`config.mk`:
```
export PLATFORM = sky130hd
export DESIGN_NAME = s_expression_object_skipper_core
export DESIGN_NICKNAME = d
export VERILOG_FILES = /design/src/hdl/soskip_pkg.sv /design/src/hdl/soskip_front.sv /design/src/hdl/soskip_queue.sv /design/src/hdl/soskip_back.sv /design/src/hdl/s_expression_object_skipper_core.sv
export SDC_FILE = /design/constraint.sdc
export NUM_CORES = 1
export LEC_CHECK = 0
export BUFFER_PORTS_ARGS = -buffer_cell sky130_fd_sc_hd__buf_4
export CAP_MARGIN = 20
export CORE_UTILIZATION = 55
export CTS_CLUSTER_DIAMETER = 50
export DETAILED_ROUTE_END_ITERATION = 6
export PLACE_DENSITY = 0.69
export SETUP_SLACK_MARGIN = 0.02
export SYNTH_ARGS = -nofsm -noshare
export SYNTH_HDL_FRONTEND = slang
export SYNTH_SLANG_ARGS = --single-unit
```
`constraint.sdc`:
```
create_clock -name clk -period 3.9 [get_ports clk]
set_input_delay 0.585 -clock clk [delete_from_list [all_inputs] [get_ports clk]]
set_output_delay 0.585 -clock clk [all_outputs]
set_load 0.02 [all_outputs]
```
`src/hdl/soskip_pkg.sv`:
```
// ----------------------------------------------------------------------------
// soskip_pkg
// Shared types and constants for the s-expression object skipper.
// ----------------------------------------------------------------------------
`default_nettype none

package soskip_pkg;

	localparam int DEPTH_WIDTH = 16;
	localparam int QUEUE_DEPTH = 4;
	localparam int QPTR_W      = $clog2(QUEUE_DEPTH);

	typedef logic [DEPTH_WIDTH-1:0] depth_t;

	// byte classes handed from the front to the back
	typedef enum logic [3:0] {
		CLS_OTHER,
		CLS_WHITE,
		CLS_QUOTE,
		CLS_BSLASH,
		CLS_ATOM,
		CLS_LPAREN,
		CLS_RPAREN,
		CLS_HASH,
		CLS_EOI
	} cls_t;

	// queue head as seen by the back end
	typedef struct packed {
		logic avail;
		cls_t cls;
	} q_head_t;

	localparam logic [2:0] OUT_STRING   = 3'd0;
	localparam logic [2:0] OUT_ATOM     = 3'd1;
	localparam logic [2:0] OUT_LIST     = 3'd2;
	localparam logic [2:0] OUT_EOI      = 3'd3;
	localparam logic [2:0] OUT_OVERFLOW = 3'd4;

	localparam logic [7:0] CH_SPACE  = 8'h20;
	localparam logic [7:0] CH_TAB    = 8'h09;
	localparam logic [7:0] CH_CR     = 8'h0D;
	localparam logic [7:0] CH_QUOTE  = 8'h22;
	localparam logic [7:0] CH_HASH   = 8'h23;
	localparam logic [7:0] CH_LPAREN = 8'h28;
	localparam logic [7:0] CH_RPAREN = 8'h29;
	localparam logic [7:0] CH_PLUS   = 8'h2B;
	localparam logic [7:0] CH_MINUS  = 8'h2D;
	localparam logic [7:0] CH_ZERO   = 8'h30;
	localparam logic [7:0] CH_NINE   = 8'h39;
	localparam logic [7:0] CH_COLON  = 8'h3A;
	localparam logic [7:0] CH_BSLASH = 8'h5C;

endpackage

`default_nettype wire

```
`src/hdl/soskip_front.sv`:
```
// ----------------------------------------------------------------------------
// soskip_front
// Accepts byte items and reduces each one to a class code for the queue.
// ----------------------------------------------------------------------------
`default_nettype none

module soskip_front (
	input  wire logic              item_valid,
	output logic                   item_stall,
	input  wire logic [7:0]        byte_value,
	input  wire logic              end_of_input,
	input  wire logic              q_full,
	output logic                   push,
	output soskip_pkg::cls_t       push_cls
);

	function automatic soskip_pkg::cls_t classify(input logic [7:0] b, input logic eoi);
		soskip_pkg::cls_t c;
		c = soskip_pkg::CLS_OTHER;
		if (eoi)
			c = soskip_pkg::CLS_EOI;
		else if (b == soskip_pkg::CH_SPACE ||
		         (b >= soskip_pkg::CH_TAB && b <= soskip_pkg::CH_CR))
			c = soskip_pkg::CLS_WHITE;
		else if (b == soskip_pkg::CH_QUOTE)
			c = soskip_pkg::CLS_QUOTE;
		else if (b == soskip_pkg::CH_BSLASH)
			c = soskip_pkg::CLS_BSLASH;
		else if ((b >= soskip_pkg::CH_ZERO && b <= soskip_pkg::CH_NINE) ||
		         b == soskip_pkg::CH_PLUS || b == soskip_pkg::CH_MINUS ||
		         b == soskip_pkg::CH_COLON)
			c = soskip_pkg::CLS_ATOM;
		else if (b == soskip_pkg::CH_LPAREN)
			c = soskip_pkg::CLS_LPAREN;
		else if (b == soskip_pkg::CH_RPAREN)
			c = soskip_pkg::CLS_RPAREN;
		else if (b == soskip_pkg::CH_HASH)
			c = soskip_pkg::CLS_HASH;
		return c;
	endfunction

	assign item_stall = q_full;
	assign push       = item_valid && !q_full;
	assign push_cls   = classify(byte_value, end_of_input);

endmodule

`default_nettype wire

```
`src/hdl/soskip_queue.sv`:
```
// ----------------------------------------------------------------------------
// soskip_queue
// Short FIFO of classified items between the front and back ends.
// ----------------------------------------------------------------------------
`default_nettype none

module soskip_queue (
	input  wire logic                 clk,
	input  wire logic                 arst_n,
	input  wire logic                 push,
	input  soskip_pkg::cls_t          push_cls,
	input  wire logic                 pop,
	output logic                      full,
	output soskip_pkg::q_head_t       head
);

	soskip_pkg::cls_t                      entry_q [soskip_pkg::QUEUE_DEPTH];
	logic [soskip_pkg::QPTR_W-1:0]         wr_ptr_q;
	logic [soskip_pkg::QPTR_W-1:0]         rd_ptr_q;
	logic [soskip_pkg::QPTR_W:0]           count_q;

	assign full       = (count_q == (soskip_pkg::QPTR_W+1)'(soskip_pkg::QUEUE_DEPTH));
	assign head.avail = (count_q != '0);
	assign head.cls   = entry_q[rd_ptr_q];

	always_ff @(posedge clk) begin
		if (push)
			entry_q[wr_ptr_q] <= push_cls;
	end

	always_ff @(posedge clk or negedge arst_n) begin
		if (!arst_n) begin
			wr_ptr_q <= '0;
			rd_ptr_q <= '0;
			count_q  <= '0;
		end else begin
			if (push)
				wr_ptr_q <= wr_ptr_q + 1'b1;
			if (pop)
				rd_ptr_q <= rd_ptr_q + 1'b1;
			if (push && !pop)
				count_q <= count_q + 1'b1;
			else if (pop && !push)
				count_q <= count_q - 1'b1;
		end
	end

endmodule

`default_nettype wire

```
`src/hdl/soskip_back.sv`:
```
// ----------------------------------------------------------------------------
// soskip_back
// Scan state machine: applies classified items and registers outcomes.
// ----------------------------------------------------------------------------
`default_nettype none

module soskip_back (
	input  wire logic                 clk,
	input  wire logic                 arst_n,
	input  soskip_pkg::q_head_t       head,
	output logic                      pop,
	output logic                      result_valid,
	input  wire logic                 result_stall,
	output logic [2:0]                outcome
);

	localparam logic [2:0] MODE_IDLE        = 3'd0;
	localparam logic [2:0] MODE_STRING      = 3'd1;
	localparam logic [2:0] MODE_ATOM        = 3'd2;
	localparam logic [2:0] MODE_HASH        = 3'd3;
	localparam logic [2:0] MODE_LIST        = 3'd4;
	localparam logic [2:0] MODE_LIST_STRING = 3'd5;

	logic [2:0]             mode_q, mode_d;
	logic                   esc_q, esc_d;
	soskip_pkg::depth_t     depth_q, depth_d, depth_dec;
	logic                   res_vld;
	logic [2:0]             res_code;
	logic                   out_valid_q;
	logic [2:0]             outcome_q;

	assign pop          = head.avail && (!out_valid_q || !result_stall);
	assign depth_dec    = soskip_pkg::depth_t'(depth_q - 1'b1);
	assign result_valid = out_valid_q;
	assign outcome      = outcome_q;

	always_comb begin
		mode_d   = mode_q;
		esc_d    = esc_q;
		depth_d  = depth_q;
		res_vld  = 1'b0;
		res_code = soskip_pkg::OUT_EOI;
		if (head.cls == soskip_pkg::CLS_EOI) begin
			mode_d  = MODE_IDLE;
			esc_d   = 1'b0;
			depth_d = '0;
			res_vld = 1'b1;
		end else begin
			unique case (mode_q)
				MODE_STRING, MODE_LIST_STRING: begin
					if (head.cls == soskip_pkg::CLS_BSLASH) begin
						esc_d = !esc_q;
					end else if (head.cls == soskip_pkg::CLS_QUOTE && !esc_q) begin
						esc_d = 1'b0;
						if (mode_q == MODE_STRING) begin
							mode_d   = MODE_IDLE;
							depth_d  = '0;
							res_vld  = 1'b1;
							res_code = soskip_pkg::OUT_STRING;
						end else begin
							mode_d = MODE_LIST;
						end
					end else begin
						esc_d = 1'b0;
					end
				end
				MODE_ATOM: begin
					if (head.cls == soskip_pkg::CLS_WHITE) begin
						mode_d   = MODE_IDLE;
						esc_d    = 1'b0;
						depth_d  = '0;
						res_vld  = 1'b1;
						res_code = soskip_pkg::OUT_ATOM;
					end
				end
				MODE_HASH: begin
					mode_d = MODE_LIST;
				end
				MODE_LIST: begin
					if (head.cls == soskip_pkg::CLS_QUOTE) begin
						esc_d  = 1'b0;
						mode_d = MODE_LIST_STRING;
					end else if (head.cls == soskip_pkg::CLS_LPAREN) begin
						if (&depth_q) begin
							mode_d   = MODE_IDLE;
							esc_d    = 1'b0;
							depth_d  = '0;
							res_vld  = 1'b1;
							res_code = soskip_pkg::OUT_OVERFLOW;
						end else begin
							depth_d = soskip_pkg::depth_t'(depth_q + 1'b1);
						end
					end else if (head.cls == soskip_pkg::CLS_RPAREN) begin
						depth_d = depth_dec;
						if (depth_dec == '0) begin
							mode_d   = MODE_IDLE;
							esc_d    = 1'b0;
							res_vld  = 1'b1;
							res_code = soskip_pkg::OUT_LIST;
						end
					end
				end
				default: begin
					// idle, and the unused codes behave as idle
					mode_d = MODE_IDLE;
					esc_d  = 1'b0;
					if (head.cls == soskip_pkg::CLS_QUOTE) begin
						mode_d = MODE_STRING;
					end else if (head.cls == soskip_pkg::CLS_ATOM) begin
						mode_d = MODE_ATOM;
					end else if (head.cls == soskip_pkg::CLS_LPAREN) begin
						mode_d  = MODE_LIST;
						depth_d = soskip_pkg::depth_t'(1);
					end else if (head.cls == soskip_pkg::CLS_HASH) begin
						mode_d  = MODE_HASH;
						depth_d = soskip_pkg::depth_t'(1);
					end
				end
			endcase
		end
	end

	always_ff @(posedge clk or negedge arst_n) begin
		if (!arst_n) begin
			mode_q      <= MODE_IDLE;
			esc_q       <= 1'b0;
			depth_q     <= '0;
			out_valid_q <= 1'b0;
		end else begin
			if (pop) begin
				mode_q  <= mode_d;
				esc_q   <= esc_d;
				depth_q <= depth_d;
			end
			if (pop && res_vld)
				out_valid_q <= 1'b1;
			else if (!result_stall)
				out_valid_q <= 1'b0;
		end
	end

	always_ff @(posedge clk) begin
		if (pop && res_vld)
			outcome_q <= res_code;
	end

endmodule

`default_nettype wire

```
`src/hdl/s_expression_object_skipper_core.sv`:
```
// The completing item is registered in the queue, then its outcome in the result
// register. Throughput: one item per cycle unless result_stall holds a pending result;
// the scan state register updates once per item.
// A four-item queue absorbs result-side stalls; item_stall rises when it is full.
// Reset (arst_n low) empties the queue, clears the result valid flag and returns
// the scanner to idle with escape parity and nesting depth at zero.
// ----------------------------------------------------------------------------
// s_expression_object_skipper_core
// Finds the end of the next s-expression object in a byte stream.
// ----------------------------------------------------------------------------
`default_nettype none

module s_expression_object_skipper_core (
	input  wire logic        clk,
	input  wire logic        arst_n,
	input  wire logic        item_valid,
	output logic             item_stall,
	input  wire logic [7:0]  byte_value,
	input  wire logic        end_of_input,
	output logic             result_valid,
	input  wire logic        result_stall,
	output logic [2:0]       outcome
);

	logic                    q_full;
	logic                    push;
	logic                    pop;
	soskip_pkg::cls_t        push_cls;
	soskip_pkg::q_head_t     head;

	soskip_front u_front (
		.item_valid   (item_valid),
		.item_stall   (item_stall),
		.byte_value   (byte_value),
		.end_of_input (end_of_input),
		.q_full       (q_full),
		.push         (push),
		.push_cls     (push_cls)
	);

	soskip_queue u_queue (
		.clk      (clk),
		.arst_n   (arst_n),
		.push     (push),
		.push_cls (push_cls),
		.pop      (pop),
		.full     (q_full),
		.head     (head)
	);

	soskip_back u_back (
		.clk          (clk),
		.arst_n       (arst_n),
		.head         (head),
		.pop          (pop),
		.result_valid (result_valid),
		.result_stall (result_stall),
		.outcome      (outcome)
	);

endmodule

`default_nettype wire

```
Yosys cells after proc, flatten, opt, wreduce, memory -nomap -nowiden
Memory sizes are Yosys's and may differ from the RTL's.
Index checks and enable logic that the tools add are counted.
{"block": "classes", "n_reduce_logical": 28, "n_eq_ne": 36, "n_addsub": 6, "n_lt_le_gt_ge": 4, "mux": 73}
{"op": "16-bit 2-to-1 mux", "count": 13}
{"op": "3-bit 2-to-1 mux", "count": 22}
{"op": "8-bit by 6-bit == test with 1-bit output (second input constant)", "count": 8}
{"op": "16-bit case mux with 4 select lines", "count": 1}
{"op": "4-bit 2-to-1 mux", "count": 7}
{"op": "1-bit 2-to-1 mux", "count": 23}
{"op": "16-bit by 1-bit adder with 16-bit output (second input constant)", "count": 1}
{"op": "4-bit by 3-bit == test with 1-bit output (second input constant)", "count": 4}
{"op": "16-bit zero test", "count": 1}
{"op": "16-bit AND reduction", "count": 1}
{"op": "16-bit by 1-bit subtractor with 16-bit output (second input constant)", "count": 1}
{"op": "3-bit case mux with 4 select lines", "count": 1}
{"op": "11-bit AND reduction", "count": 1}
{"op": "5-bit by 1-bit inequality test with 1-bit output (second input constant)", "count": 2}
{"op": "3-bit == test (second input constant)", "count": 3}
{"op": "3-bit by 1-bit inequality test with 1-bit output (second input constant)", "count": 3}
{"op": "3-bit case mux with 3 select lines", "count": 1}
{"op": "4-bit by 2-bit == test with 1-bit output (second input constant)", "count": 2}
{"op": "8-bit by 7-bit == test with 1-bit output (second input constant)", "count": 1}
{"op": "8-bit by 4-bit >= comparator with 1-bit output (second input constant)", "count": 1}
{"op": "8-bit by 6-bit >= comparator with 1-bit output (second input constant)", "count": 1}
{"op": "8-bit by 4-bit <= comparator with 1-bit output (second input constant)", "count": 1}
{"op": "8-bit by 6-bit <= comparator with 1-bit output (second input constant)", "count": 1}
{"op": "1-bit logical AND", "count": 8}
{"op": "other kinds (24)", "count": 39}
{"block": "totals", "wordCells": 156, "input_bits": 13, "n_memories": 1, "ram_bits": 16, "register_bits": 31, "out_inout_bits": 5}
{"name": "u_queue.entry_q", "words": 4, "width": 4, "read_ports": 1, "rd_ports_with_merged_regs": 0, "wr": 1, "line": "soskip_queue.sv:17", "text": "soskip_pkg::cls_t entry_q [soskip_pkg::QUEUE_DEPTH];"}

Logic depth before layout (Yosys ltp)
{"block": "depth", "ltp_word": 10, "ltp_mapped": 11, "mapped_depth_nobuf": 9}

Cells and area by module
Synthesis repeated with hierarchy kept, for this count alone.
{"block": "unflattened", "cells_unflattened": 391, "hier_area_um2": 3500.9}
{"module": "soskip_back", "area_per_inst_um2": 2292.2, "cells_per_inst": 302, "n_inst": 1, "seq_area_each_um2": 615.6}
{"module": "soskip_queue", "area_per_inst_um2": 973.4, "cells_per_inst": 55, "n_inst": 1, "seq_area_each_um2": 655.6}
{"module": "soskip_front", "area_per_inst_um2": 235.2, "cells_per_inst": 34, "n_inst": 1, "seq_area_each_um2": 0.0}

Least setup slack after synthesis
OpenSTA, ideal clock, no wires.
{"block": "synth_path", "kind": "reg2reg", "from": "reg u_back.depth_q[0]", "to": "reg u_back.mode_q[2]", "path_slack_ps": 1085, "required_time_ps": 3775, "stages_incl_launch_ff": 12, "setup_ps": 125, "arrival_time_ps": 2690, "period_less_slack_ps": 2815, "n_path_buf": 2, "path_cell_list": "dfrtp_1 clkbuf_1 inv_1 ha_1 clkbuf_1 nor3_1 nand3b_1 o21ai_0 nand4_1 nor4b_1 o21a_1 mux2_2"}
{"block": "synth_via", "elab_chain_len": 4, "elab_cells_between_ends": 6}
{"item": "from (decl)", "line": "soskip_back.sv:26", "text": "soskip_pkg::depth_t depth_q, depth_d, depth_dec;"}
{"item": "from (signal assigned)", "line": "soskip_back.sv:133", "text": "depth_q <= depth_d;"}
{"item": "16-bit by 1-bit subtractor with 16-bit output", "line": "soskip_back.sv:33", "text": "assign depth_dec = soskip_pkg::depth_t'(depth_q - 1'b1);"}
{"item": "16-bit zero test", "line": "soskip_back.sv:95", "text": "if (depth_dec == '0) begin"}
{"item": "5-bit by 1-bit inequality test with 1-bit output (no line)"}
{"item": "7-bit AND reduction (no line) (*)"}
{"item": "to (signal assigned)", "line": "soskip_back.sv:131", "text": "mode_q <= mode_d;"}
{"item": "to (decl)", "line": "soskip_back.sv:24", "text": "logic [2:0] mode_q, mode_d;"}
Every way passes the cells marked *; elsewhere a longest branch is shown, timed or not.
A chain may end at the register's enable or synchronous reset.

Final worst setup path
{"block": "layout_path", "from": "reg u_back.depth_q[0]", "to": "reg u_back.outcome_q[1], in the netlist u_back.outcome[1] (enable)"}
{"block": "layout_via", "elab_chain_len": 9, "elab_cells_between_ends": 11}
{"item": "16-bit by 1-bit subtractor with 16-bit output", "line": "soskip_back.sv:33"}
{"item": "16-bit zero test", "line": "soskip_back.sv:95"}
{"item": "1-bit 2-to-1 mux", "line": "soskip_back.sv:95"}
{"item": "1-bit 2-to-1 mux", "line": "soskip_back.sv:93", "text": "end else if (head.cls == soskip_pkg::CLS_RPAREN) begin"}
{"item": "1-bit 2-to-1 mux (*)", "line": "soskip_back.sv:83", "text": "end else if (head.cls == soskip_pkg::CLS_LPAREN) begin"}
{"item": "1-bit 2-to-1 mux (*)", "line": "soskip_back.sv:80", "text": "if (head.cls == soskip_pkg::CLS_QUOTE) begin"}
{"item": "1-bit case mux with 3 select lines (*)", "line": "soskip_back.sv:49", "text": "unique case (mode_q)"}
{"item": "1-bit 2-to-1 mux (*)", "line": "soskip_back.sv:43", "text": "if (head.cls == soskip_pkg::CLS_EOI) begin"}
{"item": "1-bit logical AND (*)", "line": "soskip_back.sv:143", "text": "if (pop && res_vld)"}
{"item": "to (signal assigned)", "line": "soskip_back.sv:144", "text": "outcome_q <= res_code;"}
{"item": "to (decl)", "line": "soskip_back.sv:30", "text": "logic [2:0] outcome_q;"}
Marks and branches as above.

==> key figures <==
Placed design
  • Routability cong.: 0.926
  • Half-perimeter wire length of the detailed placement result: about 6.1 mm
  • IO buf count: 17

Logic synthesis
  • Synth area leaders: sky130_fd_sc_hd__dfrtp_1 (20%), sky130_fd_sc_hd__edfxtp_1 (16%), sky130_fd_sc_hd__o21ai_0 (6.1%), sky130_fd_sc_hd__nand2_1 (3.9%), sky130_fd_sc_hd__a21oi_1 (3.4%)
  • Seq/Total Area, Yosys: 36.0%
  • Area share of the largest cell type after synthesis: 19.8%
  • Number of standard cells after synthesis: 410
  • Cell area after synthesis: approximately 3500 µm²
  • Mean post-synth cell area: 8.61 µm²
  • Number of enable flip-flop cells after synthesis: 19
  • Yosys synthesis warning count: 0
  • Largest area contributor in the netlist: sky130_fd_sc_hd__dfrtp_1
  • Top_reg_cell synth: sky130_fd_sc_hd__dfrtp_1
  • Number of nets in the synthesized netlist: 432
  • Fraction of registers with async set/reset: roughly three fifths
  • Count of different cell masters after synthesis: 61
  • Flops & latches, synth: 47

Floorplanning
  • Die Y: 82.1 µm
  • Top-level I/O count: 18
  • Total Die Area: between 6000 and 7000 µm²
  • Initial core utilization: around three fifths
  • Overall die width: between 80 and 90 µm
  • Row count: 28
  • Core Area: 6060 µm²

Detailed routing
  • Vias: 3,219
  • Number of remaining DRC errors: 0
  • Count of nets left with antenna violations after detail routing: 0
  • WL per Instance: 17.9 µm
  • Final wirelength: 8.68 mm
  • Number of iterations in the first detailed-routing pass: 5
  • Iteration-0 DRC Markers: between 300 and 400
  • Via density per instance: around 6.6

Pwr
  • Logic pwr share: 62.5%
  • Part of the total power dissipated in the clock network: 10.5%
  • LEAKAGE: 1.47 nW
  • Net Sw Power: 1.77 mW
  • Internal power consumption: 1.83 mW
  • Portion of total power attributed to sequential cells: 27.0%
  • Total power per unit cell area: 948 nW/µm²
  • Peak supply drop: 0.428 mV
  • Switching part of the total power: roughly half

STA
  • Accumulated negative setup slack: 0 ps
  • Worst-Margin Slew: 878 ps
  • Final period util: between 80% and 90%
  • Max Clock Freq: 312 MHz
  • Setup-failing EPs final: 0
  • Min Tclk post-route: 3200 ps
  • Tightest hold margin: 195 ps
  • Max transition margin: 40.7%
  • Worst-case clock skew: 12.0 ps
  • Unrepaired setup endpoints after global routing: no
  • Max-slew violation total from the final report: 0
  • Hold violation total from the final report: 0

Layout
  • Area grow syn2layout: 7.37%
  • Net total in the final layout: approximately 430
  • Ant diodes: 0
  • Final cell utilization of the core: between 60% and 70%
  • Share of post-route cells with drive strength above 1: 12.2%

Run
  • Max Cap Viol: 0

Global routing
  • First-pass GRT wire length: 14.0 mm
  • Largest net degree at the start of global routing: 29
  • Met1 Track Usage GR: 38.6%
  • Met3 track utilization from global routing: 4.18%
  • Met2 routing resource usage after global routing: around 43%
  • Global router's overall resource usage: 27.4%
  • Initial antenna violation count: 0
  • Total congestion overflow after global routing: 0
  • GRT Max-Usage Layer: met2
  • Via count of the first global-routing pass: 2,845

CTS
  • Cells resized by post-CTS repair: 0
  • CTS sink cnt: 47
  • H-tree levels: 2
  • Clock-pin slew on the worst setup and hold paths: 100 ps
  • CTS tree: built
  • Master cell of the clock root buffer: sky130_fd_sc_hd__clkbuf_8
  • Number of buffers added for setup after CTS: 0
  • CTS buffer count: 5
  • Worst-case clock buffer depth: 2
  • Hold-fix buffer count after cts: 0
  • Worst-Skew Late Latency: around 310 ps

Setup path
  • Type of origin of the critical path: flip-flop
  • Category of the worst setup path capture point: flip-flop
  • Register-to-Register Setup Slack: roughly 700 ps
  • WS Path Type: reg -> reg
  • Required @ worst endpoint: 3860 ps
  • WP data arrival: 3160 ps
  • Highest fanout seen on the critical path: 12

Status
  • Status: completed

Hold path
  • Worst min-delay path class: in -> async
==> cells in the final DEF (no fill, tap or decap), drive strengths merged, types with 7 or more instances in the layout <==
cell type | Yosys | final
a31oi | 10 | 10
nor3 | 13 | 13
o21ai | 43 | 43
and3 | 9 | 9
and2 | 8 | 8
nor4 | 9 | 9
nand2b | 7 | 7
nand2 | 37 | 37
edfxtp | 19 | 19
inv | 14 | 15
ha | 8 | 8
nand3 | 15 | 15
dfrtp | 28 | 28
a21oi | 24 | 24
nor2b | 10 | 10
buf | 4 | 21
xnor2 | 7 | 7
nor2 | 30 | 30
==> power groups by stage <==
stage	logic, mW	registers [mW]	clock network [mW]
detailed placement	2.19	0.966	0
finish	2.25	0.970	0.378
global placement	2.18	0.958	0
global route	2.50	1.00	0.403
floorplan	1.89	0.795	0
CTS	2.21	0.957	0.391
==> critical path, stage by stage (launching register included) <==
cell	delay, ps
sky130_fd_sc_hd__dfrtp_1	580
sky130_fd_sc_hd__inv_1	80
sky130_fd_sc_hd__ha_1	350
sky130_fd_sc_hd__o21bai_1	270
sky130_fd_sc_hd__o21a_1	200
sky130_fd_sc_hd__o21ai_0	160
sky130_fd_sc_hd__nand4_1	130
sky130_fd_sc_hd__nor4b_1	390
sky130_fd_sc_hd__a31oi_1	160
sky130_fd_sc_hd__o31ai_1	530
==> through the flow <==
stage | std cells | instance area (µm²) | power (mW) | worst slack, ps
6_report | 485 | 3790 | 3.59 | 699
3_5_place_dp | 477 | 3680 | 3.16 | 709
3_3_place_gp | 477 | 3680 | 3.13 | 841
5_1_grt | 485 | 3790 | 3.91 | 511
2_1_floorplan | 410 | 3530 | 2.68 | 1090
4_1_cts | 485 | 3790 | 3.56 | 707
==> synth_stat cells, drive strengths merged (2+ instances only) <==
library cell and n:
o21ai 43, nand2 37, nor2 30, dfrtp 28, clkbuf 25, a21oi 24, edfxtp 19, nand3 15
inv 14, nor3 13, a31oi 10, nor2b 10, and3 9, nor4 9, and2 8, ha 8
nand2b 7, xnor2 7, mux2 6, nand4 6, o311ai 6, o31ai 6, xor2 6, nor3b 5
nor4b 5, o211ai 5, buf 4, mux4 4, and4 3, mux2i 3, nand3b 3, o21a 3
or3 3, a211o 2, a211oi 2, o21bai 2, o41ai 2, or4 2
==> state kept, by name (all words and copies together), names as in the netlist <==
name                 flops
u_queue.count_q          3
u_queue.wr_ptr_q         2
u_back.outcome           3
u_back.result_valid      1
u_queue.rd_ptr_q         2
u_back.esc_q             1
u_back.mode_q            3
u_queue.entry_q         16
u_back.depth_q          16
==> final timing paths <==
kind | endpoint | cells past startpoint | startpoint
max reg2reg | u_back.outcome[1]$_SDFFCE_PP1P_ | 9 | u_back.depth_q[0]$_DFFE_PN0P_
max | u_back.outcome[1]$_SDFFCE_PP1P_ | 9 | u_back.depth_q[0]$_DFFE_PN0P_
min | u_back.depth_q[1]$_DFFE_PN0P_ | 1 | arst_n
max in group asynchronous | u_queue.wr_ptr_q[1]$_DFFE_PN0P_ | 1 | arst_n
min in group clk | u_queue.entry_q[1][3]$_DFFE_PP_ | 1 | end_of_input
min reg2reg | u_queue.count_q[2]$_DFFE_PN0P_ | 1 | u_queue.count_q[2]$_DFFE_PN0P_
==> cells by family (layout without fill, tap and decap cells) <==
logic type,Yosys count,count (layout),synth area share [%]
buffers and inverters,43,43,5.07
AOI/OAI and AO/OA,116,116,20.6
xor gates and xnor gates,13,13,3.22
DFF,47,47,36.0
and+or+nand+nor,169,169,26.4
muxes,13,13,5.32
adders and majority gates,9,9,3.40
==> layer usage <==
layer	wire length [µm]	share of wire (%)
met1	3940	45
met2	3990	46
met3	603	6.9
met4	147	1.7
met5	0	0
==> layout make-up <==
| type | count | area, µm² |
|---|---|---|
| sequential | 47 | 1270 |
| timing repair buffer | 21 | 158 |
| inverter | 14 | 52.6 |
| multi-input combinational | 320 | 2100 |
| fill | 526 | 2270 |
| clock inverter | 3 | 46.3 |
| tap | 75 | 93.8 |
| clock buffer | 5 | 68.8 |
(Power assumes the default switching activity.)
